File: config.mk
export PLATFORM = sky130hd
export DESIGN_NAME = binary_grid_neighbor_count_unit
export DESIGN_NICKNAME = d
export VERILOG_FILES = /design/src/sv/bgnc_pkg.sv /design/src/sv/binary_grid_neighbor_count_unit.sv
export SDC_FILE = /design/constraint.sdc
export NUM_CORES = 1
export LEC_CHECK = 0
export ABC_AREA = 1
export BUFFER_PORTS_ARGS = -buffer_cell sky130_fd_sc_hd__buf_2
export CAP_MARGIN = 20
export CORE_UTILIZATION = 60
export CTS_BUF_LIST = sky130_fd_sc_hd__clkbuf_4 sky130_fd_sc_hd__clkbuf_8 sky130_fd_sc_hd__clkbuf_16
export CTS_CLUSTER_SIZE = 28
export DETAILED_ROUTE_END_ITERATION = 8
export GPL_TIMING_DRIVEN = 0
export PLACE_DENSITY = 0.81
export SYNTH_ARGS = -nofsm -noshare
export SYNTH_HDL_FRONTEND = slang
export SYNTH_SLANG_ARGS = --single-unit
File: constraint.sdc
create_clock -name clk -period 9.3 [get_ports clk]
set_input_delay 1.86 -clock clk [delete_from_list [all_inputs] [get_ports clk]]
set_output_delay 1.86 -clock clk [all_outputs]
set_load 0.03 [all_outputs]
File: src/sv/bgnc_pkg.sv
// ----------------------------------------------------------------------------
// Binary grid neighbor count package
// Shared constants for the neighbor count unit and its checker.
// ----------------------------------------------------------------------------
package bgnc_pkg;

	localparam int MAX_SIZE_DEF = 64;

	localparam int GRID_SIZE_W = 7;
	localparam logic [GRID_SIZE_W-1:0] GRID_SIZE_RST = 7'd8;

	localparam int PADDR_W = 3;
	localparam int PDATA_W = 32;
	localparam int REG_GRID_SIZE = 0;

	localparam int CELL_W = 3;
	localparam logic [CELL_W-1:0] CELL_MAX = 3'd4;
	localparam logic [CELL_W-1:0] CELL_SET = 3'd1;

	localparam logic OP_PIXEL = 1'b0;
	localparam logic OP_DRAIN = 1'b1;

endpackage

File: src/sv/binary_grid_neighbor_count_unit.sv
// ----------------------------------------------------------------------------
// Binary grid neighbor count unit
// Counts the set edge neighbors of each clear pixel of a square binary image; a set pixel gives 1.
// ----------------------------------------------------------------------------
// The host writes grid_size over the APB port while the unit is idle; a write
// starts a new frame. Pixels then enter in raster order on the input channel
// (operation = pixel), one word per cycle while in_stall is low. The result
// for a cell of row r-1 is produced when the pixel of row r in the same
// column is accepted, so the first row gives no results. After the last
// pixel the host sends one drain word per column to flush the final row;
// the last drain word carries frame_end. Pixel words past the last row and
// drain words before it are dropped without a result.
// The unit takes one word per cycle while in_stall is low. Each result is
// registered on the output channel in an output register backed by one
// skid entry, so the input keeps flowing while a result waits. Two
// row-long shift lines with a tap point set by grid_size hold the previous
// two rows. in_stall rises only when both the output register and the skid
// entry are full, and falls once the receiver takes a word. Reset empties
// the output side, clears the frame counters and sets grid_size to 8.
// ----------------------------------------------------------------------------
module binary_grid_neighbor_count_unit #(
	parameter int MAX_SIZE = bgnc_pkg::MAX_SIZE_DEF
) (
	input  logic                             clk,
	input  logic                             arst_n,
	input  logic                             psel,
	input  logic                             penable,
	input  logic                             pwrite,
	input  logic [bgnc_pkg::PADDR_W-1:0]     paddr,
	input  logic [bgnc_pkg::PDATA_W-1:0]     pwdata,
	output logic [bgnc_pkg::PDATA_W-1:0]     prdata,
	output logic                             pready,
	input  logic                             in_valid,
	output logic                             in_stall,
	input  logic                             operation,
	input  logic                             pixel_bit,
	output logic                             out_valid,
	input  logic                             out_stall,
	output logic [bgnc_pkg::CELL_W-1:0]      cell_value,
	output logic                             row_end,
	output logic                             frame_end
);

	localparam int CW = $clog2(MAX_SIZE);
	localparam int RW = $clog2(MAX_SIZE + 1);
	localparam int SW = (RW > bgnc_pkg::GRID_SIZE_W) ? RW : bgnc_pkg::GRID_SIZE_W;
	localparam int AW = bgnc_pkg::PADDR_W - 2;

	logic [bgnc_pkg::GRID_SIZE_W-1:0] grid_size_q;
	logic [SW-1:0] gs_ext;
	logic [RW-1:0] n;
	logic [RW-1:0] row_q;
	logic [CW-1:0] col_q;
	logic [CW:0]   col_inc;
	logic          cfg_wr;
	logic          reg_sel;

	logic line_a_q [MAX_SIZE];
	logic line_b_q [MAX_SIZE];
	logic line_a_d [MAX_SIZE];
	logic line_b_d [MAX_SIZE];
	logic prev_q;

	logic accept, is_pix, pix_ok, drain_ok, shift, has_res, last_col;
	logic a_in;
	logic up, left, right, below;
	logic [bgnc_pkg::CELL_W-1:0] value;

	logic                        out_valid_q, skid_valid_q;
	logic [bgnc_pkg::CELL_W-1:0] out_cell_q, skid_cell_q;
	logic                        out_row_q, out_frame_q, skid_row_q, skid_frame_q;
	logic                        out_fire;

	assign pready  = 1'b1;
	assign reg_sel = paddr[bgnc_pkg::PADDR_W-1:2] == AW'(bgnc_pkg::REG_GRID_SIZE);
	assign cfg_wr  = psel && penable && pwrite && pready && reg_sel;
	assign prdata  = reg_sel ? bgnc_pkg::PDATA_W'(grid_size_q) : '0;

	always_ff @(posedge clk or negedge arst_n) begin
		if (!arst_n) begin
			grid_size_q <= bgnc_pkg::GRID_SIZE_RST;
		end else if (cfg_wr) begin
			grid_size_q <= pwdata[bgnc_pkg::GRID_SIZE_W-1:0];
		end
	end

	assign gs_ext = SW'(grid_size_q);

	always_comb begin
		if (gs_ext == '0) begin
			n = RW'(1);
		end else if (gs_ext > SW'(MAX_SIZE)) begin
			n = RW'(MAX_SIZE);
		end else begin
			n = RW'(gs_ext);
		end
	end

	assign accept   = in_valid && !in_stall;
	assign is_pix   = operation == bgnc_pkg::OP_PIXEL;
	assign pix_ok   = is_pix && (row_q < n);
	assign drain_ok = (operation == bgnc_pkg::OP_DRAIN) && (row_q == n);
	assign shift    = accept && (pix_ok || drain_ok);
	assign has_res  = shift && (drain_ok || row_q != '0);
	assign col_inc  = (CW + 1)'(col_q) + (CW + 1)'(1);
	assign last_col = col_inc == (CW + 1)'(n);
	assign a_in     = pix_ok && pixel_bit;

	always_ff @(posedge clk or negedge arst_n) begin
		if (!arst_n) begin
			row_q <= '0;
			col_q <= '0;
		end else if (cfg_wr) begin
			row_q <= '0;
			col_q <= '0;
		end else if (shift) begin
			if (last_col) begin
				col_q <= '0;
				row_q <= drain_ok ? '0 : row_q + RW'(1);
			end else begin
				col_q <= col_inc[CW-1:0];
			end
		end
	end

	for (genvar i = 0; i < MAX_SIZE; i++) begin : g_line
		if (i == MAX_SIZE - 1) begin : g_tail
			assign line_a_d[i] = (RW'(i + 1) == n) ? a_in : line_a_q[i];
			assign line_b_d[i] = (RW'(i + 1) == n) ? line_a_q[0] : line_b_q[i];
		end else begin : g_body
			assign line_a_d[i] = (RW'(i + 1) == n) ? a_in : line_a_q[i + 1];
			assign line_b_d[i] = (RW'(i + 1) == n) ? line_a_q[0] : line_b_q[i + 1];
		end

		always_ff @(posedge clk) begin
			if (shift) begin
				line_a_q[i] <= line_a_d[i];
				line_b_q[i] <= line_b_d[i];
			end
		end
	end

	always_ff @(posedge clk) begin
		if (shift) begin
			prev_q <= line_a_q[0];
		end
	end

	assign up    = line_b_q[0] && (row_q >= RW'(2));
	assign left  = prev_q && (col_q != '0);
	assign right = line_a_q[1] && !last_col;
	assign below = pix_ok && pixel_bit;

	always_comb begin
		if (line_a_q[0]) begin
			value = bgnc_pkg::CELL_SET;
		end else begin
			value = bgnc_pkg::CELL_W'(up) + bgnc_pkg::CELL_W'(left)
				+ bgnc_pkg::CELL_W'(right) + bgnc_pkg::CELL_W'(below);
		end
	end

	assign out_fire = out_valid_q && !out_stall;

	always_ff @(posedge clk or negedge arst_n) begin
		if (!arst_n) begin
			out_valid_q  <= 1'b0;
			skid_valid_q <= 1'b0;
		end else if (skid_valid_q) begin
			if (out_fire) begin
				skid_valid_q <= 1'b0;
			end
		end else if (has_res) begin
			if (out_valid_q && !out_fire) begin
				skid_valid_q <= 1'b1;
			end else begin
				out_valid_q <= 1'b1;
			end
		end else if (out_fire) begin
			out_valid_q <= 1'b0;
		end
	end

	always_ff @(posedge clk) begin
		if (skid_valid_q) begin
			if (out_fire) begin
				out_cell_q  <= skid_cell_q;
				out_row_q   <= skid_row_q;
				out_frame_q <= skid_frame_q;
			end
		end else if (has_res) begin
			if (out_valid_q && !out_fire) begin
				skid_cell_q  <= value;
				skid_row_q   <= last_col;
				skid_frame_q <= last_col && drain_ok;
			end else begin
				out_cell_q  <= value;
				out_row_q   <= last_col;
				out_frame_q <= last_col && drain_ok;
			end
		end
	end

	assign in_stall   = skid_valid_q;
	assign out_valid  = out_valid_q;
	assign cell_value = out_cell_q;
	assign row_end    = out_row_q;
	assign frame_end  = out_frame_q;

endmodule

==> impl_metrics.ini, run 1 <==
[critical_path]
startpoint_type = input pin
critPathMaxFanout = 8
rr_startpoint = grid_size_q[1]$_DFFE_PN0P_
worstSetupEndpointType = output pin
worstSetupStartpoint = paddr[2]
critPathCapture = prdata[5]
ff2ff_path_depth = 17
critPathKind = in -> out
critPathArrivalTime_ns = 2.43
required_ns = 7.44
timing.rr.end = cell_value[0]$_DFFE_PP_
rrSetupSlack_ns = 5.11

[clock_tree]
cts_buffers = 17
clk_pin_slew_ns = 0.06
cts_hold_buf = 0
clockRootBuffer = clkbuf_16
clk-insertion-delay-late_ns = 0.43
h-tree-depth = 4
cts_setup_buffers = 0
clock-sinks = 161
cts_resized = 0
cts.path.max_buffers = 2
cts_tree = built

[logic_synthesis]
synth_most_common_cell = nand2_1
avgSynthCellArea_um2 = 9.560
ys_seq_area_share_pct = 60.66
ys_warn_count = 0
synth_top_area_share_pct = 53.57
synth_edf_count = 139
synthFlopType = edfxtp_1
syn_area_um2 = 7791
synthArstFlopShare_pct = 13.66
synth_cells = 815
synth_commonest_cells = nand2_1 (291), edfxtp_1 (139), o21ai_0 (110), inv_1 (40), nor2_1 (35)
ys_types = 33
synth_top_cell_by_area = edfxtp_1
yosys-top-cells-area = edfxtp_1 (54%), nand2_1 (14%), o21ai_0 (7.1%), dfrtp_1 (6.7%), buf_4 (2.7%)
ys_seq_elements = 161

[timing]
slew_headroom_pct = 59.67
report.final.slew_viol_count = 0
grt_setup_unrepaired = false
finalClockSkew_ns = 0.01014
fin_ws_ns = 5.008
fin_tns_setup_ns = 0
finalHoldViolCount = 0
worst_pin_slew_ns = 0.6027
finalSetupViolCount = 0
period_needed_ns = 4.292
max_freq_ghz = 0.2330
timing.final.crit_share_pct = 46.15

[floorplanning]
ioPinCount = 84
fp.coreArea_um2 = 12620
fp.dieH_um = 116.0
die_x_um = 116.0
rows = 41
start_util_pct = 61.74
die_area_um2 = 13450

[power]
seq_power_share_pct = 45.2
leakagePower_nw = 3.773
total_power_mw = 2.526
ir_drop_uv = 179.1
internal_power_mw = 1.685
switching_share_pct = 33.31
pwr-share-comb_pct = 26.9
p_sw_mw = 0.8416
power.density_nw_per_um2 = 284.9
p_clk_share_pct = 27.9

[drt]
wl_um = 16060
drt-initial-drc-count = 739
ant_nets = 0
route.detailed.drc = 0
routedWlPerCell_um = 14.96
viasPerCell = 5.408
first_pass_iters = 5
vias = 5803

[global_routing]
grt_pass1_vias = 5212
grt_pass1_wl_um = 25920
grt_overflow = 0
antenna_found_initial = 0
grt_start_max_net_pins = 71
grt_use_total_pct = 26.13

[place]
pre_cts_ws_ns = 4.714
postPlaceCellArea_um2 = 8274
place_inst = 1041
place_congestion = 0.8934
io_buffers = 29
hpwl_um = 10570

[min_path]
hp-class = reg -> reg

[layout]
stdcell_count = 1073
fin_area_um2 = 8867
fill_cells = 977
layout-drive-gt1-share_pct = 13.76
n_antenna_cell = 0
nets = 947
area_growth_pct = 13.81

[run]
drv_cap = 0

[run_status]
status = completed
-- registers in the layout (all words and copies together), names as in the netlist --
register,count
in_stall,1
row_q,7
skid_row_q,1
cell_value,3
prev_q,1
out_valid,1
col_q,6
frame_end,1
skid_cell_q,3
skid_frame_q,1
grid_size_q,7
row_end,1
line_a_q,64
line_b_q,64
-- logic make-up (layout without fill, tap and decap cells) --
logic type	count (synthesis)	count (layout)	share of synthesized area, %
simple gates	392	392	20.84
flops	161	161	60.66
compound gates	146	146	9.459
buf+inv	95	157	5.990
fa+ha+maj	15	15	2.505
xor+xnor	4	4	0.4497
other cells	2	26	0.09639
-- worst min-delay path by stage --
stage                     slack, ns                       end  cells after the start                startpoint
after global placement         0.50   cell_value[1]$_DFFE_PP_                      2  skid_cell_q[1]$_DFFE_PP_
final                          0.52   cell_value[1]$_DFFE_PP_                      2  skid_cell_q[1]$_DFFE_PP_
after CTS                      0.52   cell_value[1]$_DFFE_PP_                      2  skid_cell_q[1]$_DFFE_PP_
after global routing           0.54  line_a_q[1][5]$_DFFE_PP_                      2  line_a_q[1][6]$_DFFE_PP_
after detailed placement       0.51       frame_end$_DFFE_PP_                      2    skid_frame_q$_DFFE_PP_
after floorplan                0.49   cell_value[1]$_DFFE_PP_                      2  skid_cell_q[1]$_DFFE_PP_
-- per-layer routing --
metal / routed length (um) / track usage, % / vias to the layer above
li1: - / - / 2852
met1: 7446 / 38.20 / 2656
met2: 7018 / 37.66 / 261
met3: 1225 / 6.642 / 34
met4: 365 / 10.17 / 0
met5: 0 / 0 / -
-- layout make-up --
| type | instances | area, um2 | area share [%] |
|---|---|---|---|
| repair buffers | 30 | 172.7 | 1.947 |
| multi-input cells | 583 | 2689 | 30.32 |
| clock buffers | 18 | 432.9 | 4.882 |
| inverters | 45 | 173.9 | 1.961 |
| well taps | 172 | 215.2 | 2.427 |
| clock inverters | 14 | 160.2 | 1.806 |
| flip-flops and latches | 161 | 4726 | 53.29 |
| plain buffers | 50 | 297.8 | 3.358 |
-- power by group through the flow --
stage	registers (mW)	logic, mW	clock network [mW]
2_1_floorplan	1.17	0.468	0
3_3_place_gp	1.18	0.632	0
3_5_place_dp	1.15	0.667	0
4_1_cts	1.14	0.675	0.711
5_1_grt	1.16	0.770	0.740
6_report	1.14	0.680	0.705
-- critical path, stage by stage --
cell	delay, ns
buf_2	0.16
nor2_1	0.18
buf_2	0.23
-- metrics by stage --
| step | util [%] | hold WS (ns) |
|---|---|---|
| final | 70.27 | 0.5240 |
| after global routing | 70.27 | 0.5447 |
| after CTS | 70.27 | 0.5249 |
| after detailed placement | 65.57 | 0.5054 |
| after global placement | 65.31 | 0.4980 |
| after floorplan | - | 0.4907 |
-- layout by cell type (no fill, tap or decap), types with 4 or more instances in the layout --
| cell | instances |
|---|---|
| a21oi_1 | 5 |
| buf_2 | 33 |
| buf_4 | 28 |
| clkbuf_1 | 18 |
| clkbuf_16 | 17 |
| conb_1 | 26 |
| dfrtp_1 | 21 |
| edfxtp_1 | 139 |
| ha_1 | 14 |
| inv_1 | 39 |
| inv_2 | 5 |
| inv_6 | 4 |
| nand2_1 | 291 |
| nand2_2 | 6 |
| nand3_1 | 26 |
| nand4_1 | 9 |
| nor2_1 | 35 |
| nor2_2 | 15 |
| o21ai_0 | 110 |
| o21ai_1 | 29 |
(Power assumes the default switching activity.)
==> run 2: changes to the inputs <==
--- a/config.mk
+++ b/config.mk
@@ -8,12 +8,12 @@
 export ABC_AREA = 1
 export BUFFER_PORTS_ARGS = -buffer_cell sky130_fd_sc_hd__buf_2
 export CAP_MARGIN = 20
-export CORE_UTILIZATION = 60
+export CORE_UTILIZATION = 53
 export CTS_BUF_LIST = sky130_fd_sc_hd__clkbuf_4 sky130_fd_sc_hd__clkbuf_8 sky130_fd_sc_hd__clkbuf_16
 export CTS_CLUSTER_SIZE = 28
 export DETAILED_ROUTE_END_ITERATION = 8
 export GPL_TIMING_DRIVEN = 0
-export PLACE_DENSITY = 0.81
+export PLACE_DENSITY = 0.76
 export SYNTH_ARGS = -nofsm -noshare
 export SYNTH_HDL_FRONTEND = slang
 export SYNTH_SLANG_ARGS = --single-unit
==> constraint.sdc (replaced) <==
create_clock -name clk -period 3.7 [get_ports clk]
set_input_delay 0.74 -clock clk [delete_from_list [all_inputs] [get_ports clk]]
set_output_delay 0.74 -clock clk [all_outputs]
set_load 0.03 [all_outputs]
==> impl_metrics.ini, run 2 (same netlist as run 1, synthesis figures left out) <==
[run_status]
status = completed

[drt]
viasPerCell = 5.353
drt-initial-drc-count = 691
route.met2.wl_um = 7503
routedWlPerCell_um = 15.35
wl_um = 16630
top_layer = met4
wl_met3_um = 1490
route.detailed.drc = 0
vias = 5797
drt-met1-wl_um = 7363
first_pass_iters = 6
ant_nets = 0

[timing]
grt_setup_unrepaired = false
finalHoldViolCount = 0
finalSetupViolCount = 0
worst_pin_slew_ns = 0.5797
timing.final.crit_share_pct = 91.66
finalClockSkew_ns = 0.01235
max_freq_ghz = 0.2949
report.final.slew_viol_count = 0
slew_headroom_pct = 60.85
period_needed_ns = 3.391

[critical_path]
rr_startpoint = grid_size_q[1]$_DFFE_PN0P_
startpoint_type = register
critPathKind = reg -> reg
critPathArrivalTime_ns = 3.58
critPathMaxFanout = 10
ff2ff_path_depth = 15
rrSetupSlack_ns = 0.31
timing.rr.end = cell_value[0]$_DFFE_PP_
worstSetupEndpointType = register
required_ns = 3.89

[clock_tree]
cts.path.max_buffers = 2
clock-sinks = 161
h-tree-depth = 4
cts_tree = built
clockRootBuffer = clkbuf_16
clk-insertion-delay-late_ns = 0.44
cts_buffers = 17
clk_pin_slew_ns = 0.07

[power]
total_power_mw = 6.432
internal_power_mw = 4.266
power.density_nw_per_um2 = 717.0
p_sw_mw = 2.166
switching_share_pct = 33.67
ir_drop_uv = 372.5
p_clk_share_pct = 27.8
seq_power_share_pct = 44.7
pwr-share-comb_pct = 27.5
leakagePower_nw = 3.788

[floorplanning]
ioPinCount = 84
die_area_um2 = 15190
start_util_pct = 55.27
fp.dieH_um = 123.2
fp.coreArea_um2 = 14100
rows = 43
die_x_um = 123.2

[min_path]
hp-class = in -> async

[global_routing]
grt_use_total_pct = 23.85
grt_pass1_wl_um = 26430
grt_overflow = 0
grt_start_max_net_pins = 45
grt_pass1_vias = 5180
antenna_found_initial = 0

[run]
drv_cap = 0

[layout]
largestRegisters = line_a_q x64, line_b_q x64
layout-drive-gt1-share_pct = 15.28
nets = 950
area_growth_pct = 15.14
final_common_cell = nand2_1
n_antenna_cell = 0
layout_common_cells = nand2_1 (290), edfxtp_1 (139), o21ai_0 (109), inv_1 (39), buf_2 (33)
final_util_pct = 63.64

[place]
place_congestion = 0.8650
hpwl_um = 11050
io_buffers = 29
run 2: power by group through the flow:
stage                     combinational (mW)  sequential, mW  clock (mW)
final                                   1.77            2.87        1.79
after global routing                    2.00            2.93        1.87
after CTS                               1.75            2.87        1.79
after detailed placement                1.73            2.90           0
after global placement                  1.61            2.94           0
after floorplan                         1.19            2.93           0
run 2: what timing repair did:
item,in CTS,in global routing
endpoints found under the setup margin,6,5
buffers inserted,0,2
gates cloned,0,1
hold buffers,0,0
pin swaps,1,2
gates resized for setup,5,1
run 2: layout make-up:
| class | instances | area [um2] |
|---|---|---|
| fillers | 1122 | 5125 |
| flip-flops and latches | 161 | 4727 |
| multi-input cells | 584 | 2743 |
| clock buffers | 18 | 432.9 |
| plain buffers | 48 | 290.3 |
| well taps | 180 | 225.2 |
| repair buffers | 34 | 220.2 |
| inverters | 45 | 172.7 |
| clock inverters | 13 | 160.2 |
run 2: layer usage:
layer / up-vias / GRT usage [%]
met1: 2645 / 34.74
met5: - / 0
met4: 0 / 9.413
met3: 23 / 5.074
met2: 265 / 34.95
li1: 2864 / -
run 2: how the worst max path moves through the flow:
| stage | cells after the start | to | slack (ns) | start |
|---|---|---|---|---|
| 2_1_floorplan | 16 | cell_value[0]$_DFFE_PP_ | -0.43 | grid_size_q[4]$_DFFE_PN0P_ |
| 3_3_place_gp | 12 | skid_cell_q[0]$_DFFE_PP_ | -1.65 | grid_size_q[6]$_DFFE_PN0P_ |
| 3_5_place_dp | 17 | cell_value[0]$_DFFE_PP_ | -0.33 | grid_size_q[1]$_DFFE_PN0P_ |
| 4_1_cts | 16 | cell_value[0]$_DFFE_PP_ | 0.05 | grid_size_q[1]$_DFFE_PN0P_ |
| 5_1_grt | 15 | cell_value[0]$_DFFE_PP_ | 0.1 | grid_size_q[1]$_DFFE_PN0P_ |
| 6_report | 15 | cell_value[0]$_DFFE_PP_ | 0.31 | grid_size_q[1]$_DFFE_PN0P_ |
run 2: worst max-delay path, cell delays in order (launching register included):
cell and delay (ns):
dfrtp_1 0.46, nor2_4 0.14, nand3_2 0.11, nand2_4 0.16
nand2_2 0.11, ha_1 0.31, a21oi_1 0.14, o21ai_1 0.08
nand2_1 0.18, nand3_4 0.13, fa_1 0.55, inv_1 0.04
ha_1 0.28, or2_2 0.31, nand2_1 0.08, nand2_1 0.05
run 2: metrics by stage:
stage	TNS (ns)	area [um2]	hold WS [ns]	cells	setup WS, ns
after floorplan	-25.41	7910	0.4444	839	-0.4337
after global placement	-181.04	8280	0.5016	1048	-1.647
after detailed placement	-1.086	8341	0.5040	1051	-0.3347
after CTS	0	8949	0.2764	1081	0.05064
after global routing	0	8971	0.2929	1083	0.09671
final	0	8971	0.2516	1083	0.3086
